### src/hw/rtl/gbet_pkg.sv
// ----------------------------------------------------------------------------
// Grid button event translator package
// Shared types and constants for the button grid event translator.
// ----------------------------------------------------------------------------
package gbet_pkg;

  localparam int unsigned NUM_BUTTONS   = 32;
  localparam int unsigned BTN_W         = $clog2(NUM_BUTTONS);
  localparam int unsigned STAMP_W       = 32;
  localparam int unsigned TIMING_W      = 8;
  localparam int unsigned THR_W         = 16;
  localparam int unsigned PROD_W        = 13;
  localparam logic [THR_W-1:0] HOLD_THR_RESET = 16'd500;

  typedef enum logic [1:0] {
    KIND_EXIT   = 2'd0,
    KIND_ENTER  = 2'd1,
    KIND_ADJUST = 2'd2,
    KIND_TOGGLE = 2'd3
  } kind_t;

  localparam logic signed [1:0] DELTA_NONE = 2'sb00;
  localparam logic signed [1:0] DELTA_UP   = 2'sb01;
  localparam logic signed [1:0] DELTA_DOWN = 2'sb11;

  localparam logic [2:0] TRACK_NONE = 3'd4;

endpackage

### src/hw/rtl/gbet_in_if.sv
// ----------------------------------------------------------------------------
// Grid button snapshot channel
// Valid/ready channel that carries one button grid snapshot per word.
// ----------------------------------------------------------------------------
interface gbet_in_if;
  import gbet_pkg::*;

  logic                 valid;
  logic                 ready;
  logic [31:0]          button_states;
  logic                 lock_active;
  logic [BTN_W-1:0]     lock_button;
  logic [TIMING_W-1:0]  timing_bucket;
  logic [STAMP_W-1:0]   stamp_in;

  modport source (output valid, output button_states, output lock_active,
                  output lock_button, output timing_bucket, output stamp_in,
                  input ready);
  modport sink   (input valid, input button_states, input lock_active,
                  input lock_button, input timing_bucket, input stamp_in,
                  output ready);
endinterface

### src/hw/rtl/gbet_out_if.sv
// ----------------------------------------------------------------------------
// Grid button event channel
// Valid/ready channel that carries one control event per word.
// ----------------------------------------------------------------------------
interface gbet_out_if;
  import gbet_pkg::*;

  logic                valid;
  logic                ready;
  kind_t               kind;
  logic [2:0]          track;
  logic [2:0]          step;
  logic [2:0]          param_type;
  logic signed [1:0]   delta;
  logic [STAMP_W-1:0]  stamp_out;
  logic                last;

  modport source (output valid, output kind, output track, output step,
                  output param_type, output delta, output stamp_out,
                  output last, input ready);
  modport sink   (input valid, input kind, input track, input step,
                  input param_type, input delta, input stamp_out,
                  input last, output ready);
endinterface

### src/hw/rtl/grid_button_event_translator.sv
// ----------------------------------------------------------------------------
// Grid button event translator
// Turns 4 by 8 button grid snapshots into lock, adjust and toggle events.
// ----------------------------------------------------------------------------
// The in_ch channel takes one snapshot word at a time; in_ch.ready is high
// only while the block is idle. Each accepted snapshot is compared with the
// previous mask and lock flag, and gives zero, one or up to 32 event words on
// out_ch, the final one marked by last. A lock exit word goes through the scan
// state and then the output register. Entry, adjust and toggle words come from
// a single-bit scanner that shifts the change or release mask down one bit per
// cycle, and one snapshot occupies the block until its scan ends.
// A snapshot that fires no rule leaves the block idle.
// The event word sits in an output register; while out_ch.ready is low the
// scanner holds at the pending bit and resumes when the register drains.
// cfg_we writes hold_threshold_ms from cfg_wdata; write it only while idle.
// Reset clears the stored mask and lock flag, sets the threshold to 500 ms
// and empties the output register.
// ----------------------------------------------------------------------------
module grid_button_event_translator (
  input  logic                        clk,
  input  logic                        rst_n,
  gbet_in_if.sink                     in_ch,
  gbet_out_if.source                  out_ch,
  input  logic                        cfg_we,
  input  logic [gbet_pkg::THR_W-1:0]  cfg_wdata
);
  import gbet_pkg::*;

  typedef enum logic {ST_IDLE, ST_SCAN} state_t;

  state_t                  state_r, state_nxt;
  logic [THR_W-1:0]        thr_r;
  logic [31:0]             prev_btn_r, prev_btn_nxt;
  logic                    prev_lock_r, prev_lock_nxt;
  kind_t                   mode_r, mode_nxt;
  logic [31:0]             mask_r, mask_nxt;
  logic [BTN_W-1:0]        idx_r, idx_nxt;
  logic [STAMP_W-1:0]      stamp_r, stamp_nxt;

  logic                    out_valid_r, out_valid_nxt;
  kind_t                   out_kind_r, out_kind_nxt;
  logic [2:0]              out_track_r, out_track_nxt;
  logic [2:0]              out_step_r, out_step_nxt;
  logic [2:0]              out_ptype_r, out_ptype_nxt;
  logic signed [1:0]       out_delta_r, out_delta_nxt;
  logic [STAMP_W-1:0]      out_stamp_r, out_stamp_nxt;
  logic                    out_last_r, out_last_nxt;

  logic [31:0]             changed, pressed, released, lbit;
  logic [PROD_W-1:0]       hold_ms;
  logic                    out_free;
  logic                    rule_exit, rule_enter, rule_adjust, rule_toggle;

  assign in_ch.ready       = (state_r == ST_IDLE);
  assign out_ch.valid      = out_valid_r;
  assign out_ch.kind       = out_kind_r;
  assign out_ch.track      = out_track_r;
  assign out_ch.step       = out_step_r;
  assign out_ch.param_type = out_ptype_r;
  assign out_ch.delta      = out_delta_r;
  assign out_ch.stamp_out  = out_stamp_r;
  assign out_ch.last       = out_last_r;

  always_comb begin
    changed  = in_ch.button_states ^ prev_btn_r;
    pressed  = changed & in_ch.button_states;
    released = changed & prev_btn_r;
    lbit     = 32'd1 << in_ch.lock_button;
    hold_ms  = {1'b0, in_ch.timing_bucket, 4'b0000} + {3'b000, in_ch.timing_bucket, 2'b00};

    rule_exit   = in_ch.lock_active && prev_lock_r &&
                  ((prev_btn_r & lbit) != 32'd0) && ((in_ch.button_states & lbit) == 32'd0);
    rule_enter  = in_ch.lock_active && !prev_lock_r;
    rule_adjust = in_ch.lock_active && ((pressed & ~lbit) != 32'd0);
    rule_toggle = !in_ch.lock_active && (released != 32'd0) &&
                  ({{(THR_W-PROD_W){1'b0}}, hold_ms} < thr_r);

    out_free = !out_valid_r || out_ch.ready;

    state_nxt     = state_r;
    prev_btn_nxt  = prev_btn_r;
    prev_lock_nxt = prev_lock_r;
    mode_nxt      = mode_r;
    mask_nxt      = mask_r;
    idx_nxt       = idx_r;
    stamp_nxt     = stamp_r;
    out_valid_nxt = out_valid_r && !out_ch.ready;
    out_kind_nxt  = out_kind_r;
    out_track_nxt = out_track_r;
    out_step_nxt  = out_step_r;
    out_ptype_nxt = out_ptype_r;
    out_delta_nxt = out_delta_r;
    out_stamp_nxt = out_stamp_r;
    out_last_nxt  = out_last_r;

    case (state_r)
      ST_IDLE: begin
        if (in_ch.valid) begin
          prev_btn_nxt  = in_ch.button_states;
          prev_lock_nxt = in_ch.lock_active;
          stamp_nxt     = in_ch.stamp_in;
          idx_nxt       = '0;
          if (rule_exit) begin
            mode_nxt  = KIND_EXIT;
            state_nxt = ST_SCAN;
          end else if (rule_enter) begin
            mode_nxt  = KIND_ENTER;
            mask_nxt  = changed;
            state_nxt = ST_SCAN;
          end else if (rule_adjust) begin
            mode_nxt  = KIND_ADJUST;
            mask_nxt  = changed;
            state_nxt = ST_SCAN;
          end else if (rule_toggle) begin
            mode_nxt  = KIND_TOGGLE;
            mask_nxt  = released;
            state_nxt = ST_SCAN;
          end
        end
      end
      ST_SCAN: begin
        out_kind_nxt  = out_free ? mode_r : out_kind_r;
        out_stamp_nxt = out_free ? stamp_r : out_stamp_r;
        case (mode_r)
          KIND_EXIT: begin
            if (out_free) begin
              out_valid_nxt = 1'b1;
              out_track_nxt = 3'd0;
              out_step_nxt  = 3'd0;
              out_ptype_nxt = 3'd0;
              out_delta_nxt = DELTA_NONE;
              out_last_nxt  = 1'b1;
              state_nxt     = ST_IDLE;
            end
          end
          KIND_ENTER: begin
            if (mask_r == 32'd0 || mask_r[0]) begin
              if (out_free) begin
                out_valid_nxt = 1'b1;
                out_track_nxt = (mask_r == 32'd0) ? TRACK_NONE : {1'b0, idx_r[4:3]};
                out_step_nxt  = (mask_r == 32'd0) ? 3'd0 : idx_r[2:0];
                out_ptype_nxt = 3'd0;
                out_delta_nxt = DELTA_NONE;
                out_last_nxt  = 1'b1;
                state_nxt     = ST_IDLE;
              end
            end else begin
              mask_nxt = mask_r >> 1;
              idx_nxt  = idx_r + 1'b1;
            end
          end
          KIND_ADJUST: begin
            if (mask_r[0]) begin
              if (out_free) begin
                out_valid_nxt = 1'b1;
                out_track_nxt = 3'd0;
                out_step_nxt  = 3'd0;
                out_ptype_nxt = {1'b0, idx_r[4:3]} + 3'd1;
                out_delta_nxt = idx_r[2] ? DELTA_UP : DELTA_DOWN;
                out_last_nxt  = 1'b1;
                state_nxt     = ST_IDLE;
              end
            end else begin
              mask_nxt = mask_r >> 1;
              idx_nxt  = idx_r + 1'b1;
            end
          end
          KIND_TOGGLE: begin
            if (mask_r[0]) begin
              if (out_free) begin
                out_valid_nxt = 1'b1;
                out_track_nxt = {1'b0, idx_r[4:3]};
                out_step_nxt  = idx_r[2:0];
                out_ptype_nxt = 3'd0;
                out_delta_nxt = DELTA_NONE;
                out_last_nxt  = (mask_r[31:1] == 31'd0);
                mask_nxt      = mask_r >> 1;
                idx_nxt       = idx_r + 1'b1;
                if (mask_r[31:1] == 31'd0) begin
                  state_nxt = ST_IDLE;
                end
              end
            end else begin
              mask_nxt = mask_r >> 1;
              idx_nxt  = idx_r + 1'b1;
            end
          end
          default: begin
            state_nxt = ST_IDLE;
          end
        endcase
      end
      default: begin
        state_nxt = ST_IDLE;
      end
    endcase
  end

  always_ff @(posedge clk) begin
    if (!rst_n) begin
      state_r     <= ST_IDLE;
      thr_r       <= HOLD_THR_RESET;
      prev_btn_r  <= '0;
      prev_lock_r <= 1'b0;
      mode_r      <= KIND_EXIT;
      out_valid_r <= 1'b0;
    end else begin
      state_r     <= state_nxt;
      if (cfg_we) begin
        thr_r <= cfg_wdata;
      end
      prev_btn_r  <= prev_btn_nxt;
      prev_lock_r <= prev_lock_nxt;
      mode_r      <= mode_nxt;
      out_valid_r <= out_valid_nxt;
    end
    mask_r      <= mask_nxt;
    idx_r       <= idx_nxt;
    stamp_r     <= stamp_nxt;
    out_kind_r  <= out_kind_nxt;
    out_track_r <= out_track_nxt;
    out_step_r  <= out_step_nxt;
    out_ptype_r <= out_ptype_nxt;
    out_delta_r <= out_delta_nxt;
    out_stamp_r <= out_stamp_nxt;
    out_last_r  <= out_last_nxt;
  end

  a_toggle_mask_live: assert property (@(posedge clk) disable iff (!rst_n)
    (state_r == ST_SCAN && mode_r == KIND_TOGGLE) |-> (mask_r != 32'd0))
    else $error("toggle scan running with an empty release mask");

  a_single_word_last: assert property (@(posedge clk) disable iff (!rst_n)
    (out_valid_r && out_kind_r != KIND_TOGGLE) |-> out_last_r)
    else $error("lock or adjust word not marked last");

  a_adjust_only_fields: assert property (@(posedge clk) disable iff (!rst_n)
    (out_valid_r && out_kind_r != KIND_ADJUST) |->
      (out_delta_r == DELTA_NONE && out_ptype_r == 3'd0))
    else $error("adjust fields set on a non-adjust word");

  a_prev_tracks_input: assert property (@(posedge clk) disable iff (!rst_n)
    (in_ch.valid && in_ch.ready) |=> (prev_btn_r == $past(in_ch.button_states)))
    else $error("stored mask does not follow the accepted snapshot");

endmodule
### src/flat_wrapper.sv
// flat-port wrapper written by rule: the top's interface ports become plain ports
module grid_button_event_translator_flat import gbet_pkg::*;
  (clk, rst_n, cfg_we, cfg_wdata, in_ch_valid, in_ch_button_states, in_ch_lock_active, in_ch_lock_button, in_ch_timing_bucket, in_ch_stamp_in, in_ch_ready, out_ch_valid, out_ch_kind, out_ch_track, out_ch_step, out_ch_param_type, out_ch_delta, out_ch_stamp_out, out_ch_last, out_ch_ready);
  gbet_in_if in_ch_i ();
  gbet_out_if out_ch_i ();
  input  logic clk;
  input  logic rst_n;
  input  logic cfg_we;
  input  logic [gbet_pkg::THR_W-1:0] cfg_wdata;
  input wire logic [$bits(in_ch_i.valid)-1:0] in_ch_valid;
  input wire logic [$bits(in_ch_i.button_states)-1:0] in_ch_button_states;
  input wire logic [$bits(in_ch_i.lock_active)-1:0] in_ch_lock_active;
  input wire logic [$bits(in_ch_i.lock_button)-1:0] in_ch_lock_button;
  input wire logic [$bits(in_ch_i.timing_bucket)-1:0] in_ch_timing_bucket;
  input wire logic [$bits(in_ch_i.stamp_in)-1:0] in_ch_stamp_in;
  output wire logic [$bits(in_ch_i.ready)-1:0] in_ch_ready;
  output wire logic [$bits(out_ch_i.valid)-1:0] out_ch_valid;
  output wire logic [$bits(out_ch_i.kind)-1:0] out_ch_kind;
  output wire logic [$bits(out_ch_i.track)-1:0] out_ch_track;
  output wire logic [$bits(out_ch_i.step)-1:0] out_ch_step;
  output wire logic [$bits(out_ch_i.param_type)-1:0] out_ch_param_type;
  output wire logic [$bits(out_ch_i.delta)-1:0] out_ch_delta;
  output wire logic [$bits(out_ch_i.stamp_out)-1:0] out_ch_stamp_out;
  output wire logic [$bits(out_ch_i.last)-1:0] out_ch_last;
  input wire logic [$bits(out_ch_i.ready)-1:0] out_ch_ready;
  assign in_ch_i.valid = in_ch_valid;
  assign in_ch_i.button_states = in_ch_button_states;
  assign in_ch_i.lock_active = in_ch_lock_active;
  assign in_ch_i.lock_button = in_ch_lock_button;
  assign in_ch_i.timing_bucket = in_ch_timing_bucket;
  assign in_ch_i.stamp_in = in_ch_stamp_in;
  assign in_ch_ready = in_ch_i.ready;
  assign out_ch_valid = out_ch_i.valid;
  assign out_ch_kind = out_ch_i.kind;
  assign out_ch_track = out_ch_i.track;
  assign out_ch_step = out_ch_i.step;
  assign out_ch_param_type = out_ch_i.param_type;
  assign out_ch_delta = out_ch_i.delta;
  assign out_ch_stamp_out = out_ch_i.stamp_out;
  assign out_ch_last = out_ch_i.last;
  assign out_ch_i.ready = out_ch_ready;
  grid_button_event_translator u_core (.clk(clk), .rst_n(rst_n), .in_ch(in_ch_i), .out_ch(out_ch_i), .cfg_we(cfg_we), .cfg_wdata(cfg_wdata));
endmodule
### config.mk
export PLATFORM = sky130hd
export DESIGN_NAME = grid_button_event_translator_flat
export DESIGN_NICKNAME = d
export VERILOG_FILES = /design/src/hw/rtl/gbet_pkg.sv /design/src/hw/rtl/gbet_in_if.sv /design/src/hw/rtl/gbet_out_if.sv /design/src/hw/rtl/grid_button_event_translator.sv /design/src/flat_wrapper.sv
export SDC_FILE = /design/constraint.sdc
export NUM_CORES = 1
export LEC_CHECK = 0
export BUFFER_PORTS_ARGS = -buffer_cell sky130_fd_sc_hd__buf_2
export CORE_MARGIN = 2
export CORE_UTILIZATION = 42
export CTS_CLUSTER_SIZE = 40
export DETAILED_ROUTE_END_ITERATION = 8
export MAX_ROUTING_LAYER = met4
export PLACE_DENSITY = 0.67
export SLEW_MARGIN = 20
export SYNTH_ARGS = -nofsm -noshare
export SYNTH_HDL_FRONTEND = slang
export SYNTH_SLANG_ARGS = --single-unit
### constraint.sdc
create_clock -name clk -period 5.95 [get_ports clk]
set_clock_uncertainty 0.15 [all_clocks]
set_input_delay 0.595 -clock clk [delete_from_list [all_inputs] [get_ports clk]]
set_output_delay 0.595 -clock clk [all_outputs]
set_load 0.02 [all_outputs]
# Word level (Yosys, flattened, before mapping)
# Index checks and enable logic that the tools add are counted.
dict set report op_classes {
  addsub 3
  n_lt_le_gt_ge 1
  n_eq_ne 16
  shifts 1
  mux 75
  bitwise_logic 8
  reduce_logical 32
}
# cell count
set op_table {}
lappend op_table {{$mux W32} 9}
lappend op_table {{$and A32 B32 Y32} 5}
lappend op_table {{$pmux W32 S3} 1}
lappend op_table {{$reduce_bool A32 Y1} 3}
lappend op_table {{$logic_not A32 Y1} 2}
lappend op_table {{$pmux W32 S2} 1}
lappend op_table {{$mux W3} 19}
lappend op_table {{$pmux W3 S4} 3}
lappend op_table {{$not A32 Y32} 1}
lappend op_table {{$shl A1 B5 Y32 const A} 1}
lappend op_table {{$xor A32 B32 Y32} 1}
lappend op_table {{$logic_not A31 Y1} 1}
lappend op_table {{$mux W5} 5}
lappend op_table {{$mux W1} 20}
lappend op_table {{$mux W2} 10}
lappend op_table {{$reduce_and A5 Y1} 4}
lappend op_table {{$lt A13 B16 Y1} 1}
lappend op_table {{$pmux W5 S3} 1}
lappend op_table {{$add A12 B10 Y13} 1}
lappend op_table {{$ne A2 B1 Y1 const B} 6}
lappend op_table {{$pmux W5 S2} 1}
lappend op_table {{$logic_and A1 B1 Y1} 8}
lappend op_table {{$ne A4 B4 Y1 const B} 2}
lappend op_table {{$pmux W1 S4} 2}
lappend op_table {{other kinds (20)} 28}
dict set report word_totals {
  ff_bits 168
  output_inout_bits 48
  elab_cells 153
}

# Logic depth before layout (Yosys ltp)
# Gate-level depths: netlist of run 1.
dict set report logic_depth {
  depth_word 11
  ltp_mapped 17
}

# Least setup slack after synthesis of run 1
# Ideal clock, no wire load.
dict set report synth_path {
  path_type {input -> register}
  from {input port in_ch_timing_bucket[1]}
  to {register u_core.mask_r[10] (enable)}
  setup_time_ns 0.467
  t_arrival_ns 5.581
  path_slack_ns -0.248
  stages 16
  n_path_buf 0
  path_cell_list {ha_1 > a21o_1 > a21oi_1 > o21bai_1 > a21oi_1 > nor2b_1 > o21ai_0 > xnor2_1 > ha_1 > a21oi_1 > o21ai_0 > a31oi_1 > a21oi_1 > a2111oi_0 > o21ai_0 > a21boi_0}
}
dict set report synth_via {
  elab_chain_cells 5
}
# item line_no
set synth_rtl {}
lappend synth_rtl {{start: declaration} flat_wrapper.sv:14} ;# input wire logic [$bits(in_ch_i.timing_bucket)-1:0] in_ch_timing_bucket;
lappend synth_rtl {{$add A12 B10 Y13} grid_button_event_translator.sv:69} ;# hold_ms = {1'b0, in_ch.timing_bucket, 4'b0000} + {3'b000, in_ch.timing_bucket, 2'b00};
lappend synth_rtl {{$lt A13 B16 Y1} grid_button_event_translator.sv:76} ;# ({{(THR_W-PROD_W){1'b0}}, hold_ms} < thr_r);
lappend synth_rtl {{$logic_and A1 B1 Y1} grid_button_event_translator.sv:75} ;# rule_toggle = !in_ch.lock_active && (released != 32'd0) &&
lappend synth_rtl {{$ne A4 B1 Y1 (no line)} --}
lappend synth_rtl {{$reduce_and A7 Y1 (no line)} --}
lappend synth_rtl {{end signal: assignment} grid_button_event_translator.sv:217} ;# mask_r <= mask_nxt;
lappend synth_rtl {{end: declaration} grid_button_event_translator.sv:36} ;# logic [31:0] mask_r, mask_nxt;
# No other way between the ends.
# A chain may end at the register's enable or synchronous reset.

# Worst setup path in the final report of run 1
dict set report layout_path {
  from {input port in_ch_timing_bucket[1]}
  to {register u_core.mask_r[24] (enable)}
}
# Same word-level chain as after synthesis.

==> metrics.md, run 1 <==
| Metric | Value |
|---|---|
| FP Rows | `54` |
| FFs w/ async S/R, synth | `0` |
| Via count | `7314` |
| R2r setup slk | `2410 ps` |
| Worst Hold Class | `in2reg` |
| Crit. Startpoint | `in_ch_timing_bucket[1]` |
| Largest net degree at the start of global routing | `65` |
| Grt met1 use | `0.291` |
| Max-slew violations | `0` |
| Buffers on Ports | `between 100 and 150` |
| Worst setup path class | `in2reg` |
| Worst setup SP type | `primary input` |
| R2R Path Start | `u_core.prev_btn_r[6]` |
| Total track usage | `0.211` |
| Initial antenna violation count | `0` |
| Per-cell routed wire length | `around 18 um` |
| Initial core utilization | `0.429` |
| Area leader, netlist | `edfxtp_1` |
| Maxcap violations | `0` |
| Sink Count | `168` |
| # Post-CTS Setup Buffers | `0` |
| Avg Cell Area, Syn | `10.4 um^2` |
| RePlAce Congestion | `0.931` |
| Count of cell types in the netlist | `76` |
| Fmax | `0.220 GHz` |
| TritonCTS Buffers | `17` |
| Ant diodes | `0` |
| Commonest cells post-synth | `115 x edfxtp_1, 97 x nand2_1, 94 x inv_1` |
| DRT iter0 DRCs | `about 530` |
| Reg2Reg Depth | `10` |
| Final worst path period need | `4550 ps` |
| Vias in the first global route | `~7000` |
| Htree depth | `4` |
| Period Utilization, post-route | `0.765` |
| Die height | `about 150 um` |
| Gate Count Post-Synth | `between 900 and 1000` |
| GR Util met2 | `0.304` |
| Status | `finished clean` |
| Antenna Violating Nets Remaining | `0` |
| Clock transition at path regs | `approximately 80 ps` |
| Synth Warn # | `0` |
| Hold buffer count at CTS | `0` |
| Worst Path Required | `5890 ps` |
| Resize count post-CTS | `0` |
| DR vias/cell | `5.57` |
| Placed instance count | `1282` |
| Final Hold Vio Count | `0` |
| Die area | `roughly 24000 um^2` |
| Clock latency on the worst-skew pair | `440 ps` |
| Top cells by area, synth | `edfxtp_1 37%, dfxtp_1 11%, ha_1 11%` |
| EDFF count, synth | `~120` |
| RSZ-0062 raised after global routing | `false` |
| CTS Buffer Depth | `2` |
| Reg2Reg Capture Point | `u_core.mask_r[1]` |
| Peak supply drop | `between 150 and 200 uV` |
| CTS tree | `done` |
| DR pass1 iterations | `5` |
| Tightest Pin Transition | `around 980 ps` |
| Horiz. Die Dim | `154 um` |
| WP data arrival | `4490 ps` |
| I/O pins | `147` |
| Synth Register Bits | `~170` |
| Relative slew margins | `0.346` |
| Core area | `21900 um^2` |
| Power per cell area | `approximately 280 nW/um^2` |
| Final Setup Violations | `0` |
| First-pass GRT wire length | `38000 um` |
| DP HPWL | `17500 um` |
| TNS Setup | `0 ps` |
| Synthesized area | `approximately 9400 um^2` |
| Worst Setup EP | `u_core.mask_r[24]` |
| Mapped Nets | `1088` |
| Worst-path maximum fanout | `31` |
| Final WL | `about 24000 um` |
| Grt total ovfl | `0` |
| Layout Area Growth over Synthesis | `16.0%` |
| Most frequent cell after synthesis | `edfxtp_1` |
| Synth top area share | `0.368` |
| DR DRC count | `0` |
| Post-synth top flop | `edfxtp_1` |
| LEAKAGE | `between 4 and 5 nW` |
| Endpoint type of the worst setup path | `flop` |
| Layout Nets | `~1200` |
| Root buf cell | `clkbuf_16` |
| Met3 Use GR | `0.0479` |
| Share of layout cells above drive strength 1 | `0.193` |
| Register area share after synthesis | `0.481` |
| Most Crowded Layer GR | `met2` |
| Post-route insts no fill | `1314` |
[worst min-delay path by stage]
stage	start	end	slack (ps)	cells after the start
finish	in_ch_stamp_in[21]	u_core.stamp_r[21]	180	1
global route	in_ch_stamp_in[13]	u_core.stamp_r[13]	150	1
CTS	in_ch_stamp_in[21]	u_core.stamp_r[21]	160	1
detailed placement	u_core.stamp_r[11]	u_core.out_ch.stamp_out[11]	250	0
global placement	u_core.stamp_r[28]	u_core.out_ch.stamp_out[28]	250	0
floorplan	u_core.stamp_r[0]	u_core.out_ch.stamp_out[0]	250	0
[cell usage in the layout, fill, tap and decap left out, types with 20 or more instances in the layout]
cell	Yosys	final
nand2_1	97	97
mux2i_1	20	20
a21boi_0	36	35
inv_1	94	94
nor3b_1	33	33
a221o_1	29	29
edfxtp_1	115	115
ha_1	83	83
buf_2	7	146
nor2_1	55	54
dfxtp_1	53	52
[cell families (layout without fill, tap and decap cells)]
kind of cell | after synthesis | count (layout) | synth area share
XOR/XNOR | 9 | 9 | 0.00839
multiplexers | 25 | 25 | 0.0273
AND/OR/NAND/NOR | 298 | 298 | 0.166
flip-flops | 168 | 168 | 0.481
AO/OA/AOI/OAI | 171 | 171 | 0.140
adder cells (fa/ha/maj) | 84 | 84 | 0.113
buffers and inverters | 150 | 279 | 0.0653
[critical path, cell delays in order]
cell,delay (ps)
buf_2,120
ha_1,290
a21o_1,180
a21oi_1,220
o21bai_1,90
a21oi_1,210
nor2b_1,70
o21ai_0,190
xnor2_1,150
ha_1,260
a21oi_1,120
o21ai_0,90
a31oi_1,150
a21oi_1,100
a2111oi_0,810
o21ai_0,260
a21boi_2,190
buf_4,380
[through the flow]
step	worst slack (ps)	cell area, um^2	utilization	power, mW	hold slack, ps
2_1_floorplan	561	9390	-	1.75	250
3_3_place_gp	1070	10300	0.470	1.91	251
3_5_place_dp	998	10300	0.470	1.92	255
4_1_cts	1460	10900	0.498	3.05	164
5_1_grt	1020	10900	0.498	3.18	154
6_report	1400	10900	0.498	3.03	177
[flip-flops by register name, summed over array words and instances (netlist names), 3 cells and up]
register	count
u_core.thr_r	16
u_core.out_ch.track	3
u_core.stamp_r	32
u_core.mask_r	32
u_core.out_ch.step	3
u_core.idx_r	5
u_core.out_ch.param_type	3
u_core.prev_btn_r	32
u_core.out_ch.stamp_out	32
[power by group]
part	switching, mW	leakage, nW	internal [mW]
sequential	0.0608	1.53	1.36
clock	0.556	0.300	0.578
combinational	0.292	2.68	0.184
total	0.909	4.51	2.12
[layout make-up]
class	count	area [um^2]
clock buffers	17	425
clock inverters	15	189
fillers	2058	11000
inverters	95	357
multi-input cells	587	4280
flip-flops and latches	168	4520
well taps	280	350
repair buffers	152	776
[layer usage]
layer  vias to the layer above  routed length, um
met3                        45               1900
met5                         -                  0
met1                      3461              11100
li1                       3495                  -
met4                         0                601
met2                       313              10500
No activity file was read; power rests on OpenSTA's default activity.
==> inputs of run 2 (changes only) <==
clock period = 3.9 ns   (was 5.95 ns; I/O delays follow)
==> metrics.md, run 2 (synthesis results as in run 1) <==
| Metric | Value |
|---|---|
| Period Utilization, post-route | `0.894` |
| Final worst path period need | `3490 ps` |
| Sink Count | `168 (unchanged)` |
| Worst setup SP type | `primary input` |
| Peak supply drop | `288 uV (+48%)` |
| Fillers | `1991 (-3.3%)` |
| Layout Nets | `1251 (+3.9%)` |
| Power per cell area | `411 nW/um^2 (+48%)` |
| DRT iter0 DRCs | `527 (-0.75%)` |
| Root buf cell | `clkbuf_16` |
| Largest net degree at the start of global routing | `65 (unchanged)` |
| Layout Area Growth over Synthesis | `20.8%` |
| R2r setup slk | `480 ps (-1930 ps)` |
| Antenna Violating Nets Remaining | `0 (unchanged)` |
| Worst Hold Class | `in2reg` |
| First-pass GRT wire length | `40200 um (+5.7%)` |
| DR pass1 iterations | `5 (unchanged)` |
| Status | `finished clean` |
| Final instance area | `11300 um^2 (+4.2%)` |
| Vias in the first global route | `7497 (+7.6%)` |
| RePlAce Congestion | `0.983 (+5.5%)` |
| CTS tree | `done` |
| Initial antenna violation count | `0 (unchanged)` |
| Buffers on Ports | `146 (unchanged)` |
| Commonest non-fill, non-tap cell in the layout | `buf_2` |
| Area of placed instances | `10400 um^2 (+1.5%)` |
| Htree depth | `4 (unchanged)` |
| Final Setup Violations | `0 (unchanged)` |
| Per-cell routed wire length | `18.4 um (+0.12%)` |
| I/O pins | `147 (unchanged)` |
| Hold buffer count at CTS | `32 (+32)` |
| TritonCTS Buffers | `17 (unchanged)` |
| Grt total ovfl | `0 (unchanged)` |
| DR vias/cell | `5.55 (-0.29%)` |
| Worst setup path class | `in2reg` |
| Total track usage | `0.220 (+0.00943)` |
| Initial core utilization | `0.429 (unchanged)` |
| Worst hold slack | `22.1 ps (-154 ps)` |
| Max-slew violations | `0 (unchanged)` |
| Final Hold Vio Count | `0 (unchanged)` |
| # Post-CTS Setup Buffers | `0 (unchanged)` |
| Final WL | `25000 um (+3.7%)` |
| FP Rows | `54 (unchanged)` |
| Tightest Pin Transition | `1010 ps (+28.1 ps)` |
| Endpoint type of the worst setup path | `flop` |
| Share of layout cells above drive strength 1 | `0.201 (+0.00732)` |
| Die area | `23600 um^2 (unchanged)` |
| Worst-path maximum fanout | `31 (unchanged)` |
| Fmax | `0.287 GHz` |
| WP data arrival | `3480 ps (-1010 ps)` |
| Maxcap violations | `0 (unchanged)` |
| Via count | `7554 (+3.3%)` |
| Relative slew margins | `0.320 (-0.0259)` |
| Die height | `154 um (unchanged)` |
| Clock transition at path regs | `70 ps (about the same)` |
| LEAKAGE | `4.72 nW (+4.6%)` |
| DP HPWL | `17800 um (+1.6%)` |
| Resize count post-CTS | `0 (unchanged)` |
| DR DRC count | `0 (unchanged)` |
| Area of the multi-input gates | `4300 um^2 (+0.41%)` |
| Worst Path Required | `3890 ps (-2000 ps)` |
| RSZ-0062 raised after global routing | `false` |
| Horiz. Die Dim | `154 um (unchanged)` |
| Reg area | `4520 um^2 (unchanged)` |
| CTS Buffer Depth | `2 (unchanged)` |
| Core area | `21900 um^2 (unchanged)` |
| Clock latency on the worst-skew pair | `450 ps (about the same)` |
| Most frequent cells in the layout | `146 x buf_2, 115 x edfxtp_1, 97 x nand2_1` |
| Ant diodes | `0 (unchanged)` |
==> run 2: changes by cell type in the layout (fill, tap and decap cells not counted), moves of 2 or more <==
cell and change:
o21ai_0 -2, clkinv_8 -2, buf_4 +13, buf_12 +2, dlygate4sd3_1 +32, inv_8 +2, clkinvlp_4 +2, inv_6 -2
o21ai_1 +2
==> run 2: report_power, final <==
| part | switching, mW | internal [mW] |
|---|---|---|
| combinational | 0.466 | 0.321 |
| clock | 0.838 | 0.868 |
| sequential | 0.0946 | 2.08 |
==> run 2: layer usage <==
layer	global-route usage	wire (um)
met4	0.0682	524
met2	0.336	11400
met3	0.0423	1730
met1	0.299	11400
met5	-	0
==> run 2: final timing paths <==
path / depth (start not counted) / startpoint / endpoint
worst max-delay path: 19 / in_ch_timing_bucket[0] / u_core.mask_r[16]
worst min-delay path: 3 / cfg_wdata[6] / u_core.thr_r[6]
worst max register to register: 10 / u_core.prev_btn_r[20] / u_core.mask_r[16]
worst min register to register: 0 / u_core.stamp_r[10] / u_core.out_ch.stamp_out[10]
==> run 2: area by class of cell <==
| cell class | count | share of cell area |
|---|---|---|
| flip-flops and latches | 168 | 0.398 |
| multi-input cells | 587 | 0.379 |
| repair buffers | 199 | 0.109 |
| clock buffers | 17 | 0.0375 |
| inverters | 95 | 0.0314 |
| well taps | 280 | 0.0309 |
| clock inverters | 15 | 0.0149 |
==> run 2: metrics by stage <==
| stage | power (mW) | TNS (ps) | setup WS, ps | utilization | cells |
|---|---|---|---|---|---|
| finish | 4.66 | 0 | 413 | 0.518 | 1361 |
| floorplan | 2.67 | 0 | 20.2 | - | 905 |
| global placement | 2.95 | 0 | 123 | 0.477 | 1297 |
| CTS | 4.69 | 0 | 420 | 0.518 | 1361 |
| detailed placement | 2.96 | -1230 | -43.2 | 0.477 | 1297 |
| global route | 4.87 | 0 | 142 | 0.518 | 1361 |
==> run 2: critical path, cell delays in order <==
cell	delay, ps
buf_2	120
ha_1	210
inv_1	70
fa_1	210
inv_1	50
a21o_1	140
a21oi_1	210
o21bai_1	80
a21o_1	200
xor2_1	140
ha_1	290
nand2_1	80
o21ai_0	70
a31oi_1	160
a21oi_1	110
a2111oi_2	260
o21ai_1	200
a21boi_4	210
buf_12	220
==> inputs of run 3 (changes only) <==
ABC_AREA = 1   (was not set)
PLACE_DENSITY = 0.68   (was 0.67)
==> metrics.md, run 3 <==
| Metric | Value |
|---|---|
| Status | `finished clean` |
| DR vias/cell | `5.14 (-7.4%)` |
| Synth top area share | `0.377 (+0.00980)` |
| Relative slew margins | `0.366 (+0.0456)` |
| Peak supply drop | `297 uV (+3.1%)` |
| First-pass GRT wire length | `35900 um (-11%)` |
| Vias in the first global route | `7026 (-6.3%)` |
| Critical path buffers and inverters | `4 (unchanged)` |
| CTS Buffer Depth | `2 (unchanged)` |
| TNS Setup | `0 ps (unchanged)` |
| Most frequent cells in the layout | `151 x inv_1, 146 x buf_2, 145 x nand2_1` |
| Initial core utilization | `0.431 (+0.00206)` |
| Reg2Reg Depth | `10 (unchanged)` |
| EDFF count, synth | `115 (unchanged)` |
| Buffers on Ports | `146 (unchanged)` |
| # Post-CTS Setup Buffers | `0 (unchanged)` |
| Initial antenna violation count | `1 (+1)` |
| Register area share after synthesis | `0.493 (+0.0128)` |
| FP Rows | `53 (-1.9%)` |
| Total track usage | `0.208 (-0.0123)` |
| Top cells by area, synth | `edfxtp_1 38%, dfxtp_1 12%, ha_1 11%` |
| Endpoint type of the worst setup path | `flop` |
| WP data arrival | `3330 ps (-150 ps)` |
| Gate Count Post-Synth | `995 (+9.9%)` |
| Crit. Startpoint | `in_ch_timing_bucket[0]` |
| TritonCTS Buffers | `17 (unchanged)` |
| Layout Area Growth over Synthesis | `21.1%` |
| Synth Warn # | `0 (unchanged)` |
| Synthesized area | `9150 um^2 (-2.6%)` |
| DRT iter0 DRCs | `435 (-17%)` |
| Post-layout util | `0.522 (+0.00347)` |
| Antenna Violating Nets Remaining | `0 (unchanged)` |
| Htree depth | `4 (unchanged)` |
| LEAKAGE | `4.97 nW (+5.3%)` |
| Most frequent cell after synthesis | `inv_1` |
| I/O pins | `147 (unchanged)` |
| Commonest cells post-synth | `151 x inv_1, 145 x nand2_1, 115 x edfxtp_1` |
| R2r setup slk | `990 ps (+510 ps)` |
| Pre-CTS setup slack | `81.9 ps (+125 ps)` |
| Grt total ovfl | `0 (unchanged)` |
| Largest stage delay, worst path | `410 ps (+120 ps)` |
| Power per cell area | `423 nW/um^2 (+2.9%)` |
| DP HPWL | `16900 um (-4.8%)` |
| FFs w/ async S/R, synth | `0 (unchanged)` |
| Fmax | `0.297 GHz (+3.6%)` |
| Synth Register Bits | `168 (unchanged)` |
| Cell count along the critical path | `19 (unchanged)` |
| Area leader, netlist | `edfxtp_1` |
| Worst setup path class | `in2reg` |
| RePlAce Congestion | `0.943 (-4.1%)` |
| Worst setup SP type | `primary input` |
| CP max-delay cell | `fa_1` |
| Root buf cell | `clkbuf_16` |
| Worst hold slack | `37.3 ps (+15.3 ps)` |
| Resize count post-CTS | `0 (unchanged)` |
| R2R Path Start | `u_core.prev_btn_r[17]` |
| Final worst path period need | `3370 ps (-121 ps)` |
| Top Family by Delay on Critical Path | `compound AO/OA/AOI/OAI gates` |
| Avg Cell Area, Syn | `9.19 um^2 (-11%)` |
| Share of layout cells above drive strength 1 | `0.181 (-0.0194)` |
| Tot Pwr | `4.68 mW (+0.42%)` |
| Die height | `152 um (-1.3%)` |
| Hold buffer count at CTS | `31 (-3.1%)` |
| Max-slew violations | `0 (unchanged)` |
| Layout Nets | `1350 (+7.9%)` |
| Per-cell routed wire length | `15.7 um (-15%)` |
| Commonest non-fill, non-tap cell in the layout | `inv_1` |
| Clock latency on the worst-skew pair | `430 ps (-20 ps)` |
| Maxcap violations | `0 (unchanged)` |
| Final Hold Vio Count | `0 (unchanged)` |
| DR pass1 iterations | `8 (+3)` |
| Worst Path Required | `3870 ps (-20 ps)` |
| Clock transition at path regs | `70 ps (about the same)` |
| Crit-path cells | `buf_2 > ha_1 > inv_1 > fa_1 > o21ai_2 > a21oi_1 > o21ai_1 > xor2_1 > inv_1 > ha_1 > nand2_1 > o21a_1 > o21ai_0 > a21oi_1 > nand2_1 > nand3_1 > a21oi_1 > nor3_4 > buf_12` |
| DR DRC count | `0 (unchanged)` |
| CTS tree | `done` |
| Worst Hold Class | `in2reg` |
| Horiz. Die Dim | `152 um (-1.3%)` |
| Mapped Nets | `1178 (+8.3%)` |
| Count of cell types in the netlist | `39 (-49%)` |
| Reg2Reg Capture Point | `u_core.mask_r[22]` |
| Final WL | `22800 um (-8.8%)` |
| Period Utilization, post-route | `0.863 (-0.0310)` |
| Via count | `7481 (-0.97%)` |
| Worst setup margin | `534 ps (+121 ps)` |
| Largest net degree at the start of global routing | `53 (-18%)` |
| Most frequent CP cell | `a21oi_1` |
| Die area | `23000 um^2 (-2.5%)` |
| Post-synth top flop | `edfxtp_1` |
| Core area | `21200 um^2 (-3.1%)` |
| Worst-path maximum fanout | `31 (unchanged)` |
| Tightest Pin Transition | `948 ps (-60.5 ps)` |
| Final Setup Violations | `0 (unchanged)` |
| RSZ-0062 raised after global routing | `false` |
| Sink Count | `168 (unchanged)` |
| Worst Setup EP | `u_core.mask_r[22]` |
==> run 3: changes by cell type in the layout (fill, tap and decap cells not counted), sizes merged, moves of 29 or more <==
cell / change
a21boi: -36
a21oi: +50
a221o: -29
inv: +56
nand2: +51
nand4: +46
nor3b: -33
o21ai: +75
==> run 3: report_power, final <==
part / switching, mW / internal [mW] / leakage, nW / total, mW
Sequential: 0.0857 / 2.10 / 1.53 / 2.19
Clock: 0.736 / 0.965 / 0.292 / 1.70
Combinational: 0.509 / 0.288 / 3.15 / 0.797
==> run 3: kinds of logic after synthesis <==
kind of cell / Yosys count / share of synthesized area
xor+xnor: 7 / 0.00670
compound gates: 206 / 0.129
simple gates: 336 / 0.169
buf+inv: 194 / 0.0863
flops: 168 / 0.493
fa+ha+maj: 84 / 0.116
==> run 3: metal layers <==
layer,share of wire,global-route usage,vias up
li1,-,-,3764
met1,0.46,0.280,3448
met2,0.45,0.327,251
met3,0.073,0.0434,18
met4,0.010,0.0454,0
met5,0,-,-
==> run 3: worst min-delay path, stage by stage <==
cell,delay [ps]
buf_2,80
a21oi_1,50
o21ai_0,60
==> run 3: stage by stage <==
step / cells / area (um^2)
after floorplan: 995 / 9160
after global placement: 1391 / 10200
after detailed placement: 1391 / 10200
after CTS: 1454 / 11100
after global routing: 1456 / 11100
final: 1456 / 11100
==> run 3: how the worst min path moves through the flow <==
| stage | start | to | slack (ps) | cells past startpoint |
|---|---|---|---|---|
| floorplan | u_core.stamp_r[0] | u_core.out_ch.stamp_out[0] | 250 | 0 |
| global placement | u_core.stamp_r[12] | u_core.out_ch.stamp_out[12] | 250 | 0 |
| detailed placement | u_core.stamp_r[18] | u_core.out_ch.stamp_out[18] | 250 | 0 |
| CTS | in_ch_stamp_in[11] | u_core.stamp_r[11] | 6 | 1 |
| global route | cfg_wdata[5] | u_core.thr_r[5] | 30 | 3 |
| finish | cfg_wdata[2] | u_core.thr_r[2] | 40 | 3 |
==> run 3: final cells by class <==
| class | instances | area [um^2] |
|---|---|---|
| fill | 1971 | 10100 |
| sequential | 168 | 4510 |
| multi-input combinational | 633 | 3870 |
| timing repair buffer | 193 | 1180 |
| inverter | 154 | 578 |
| clock buffer | 18 | 429 |
| tap | 275 | 344 |
| clock inverter | 14 | 161 |
| antenna | 1 | 2.50 |
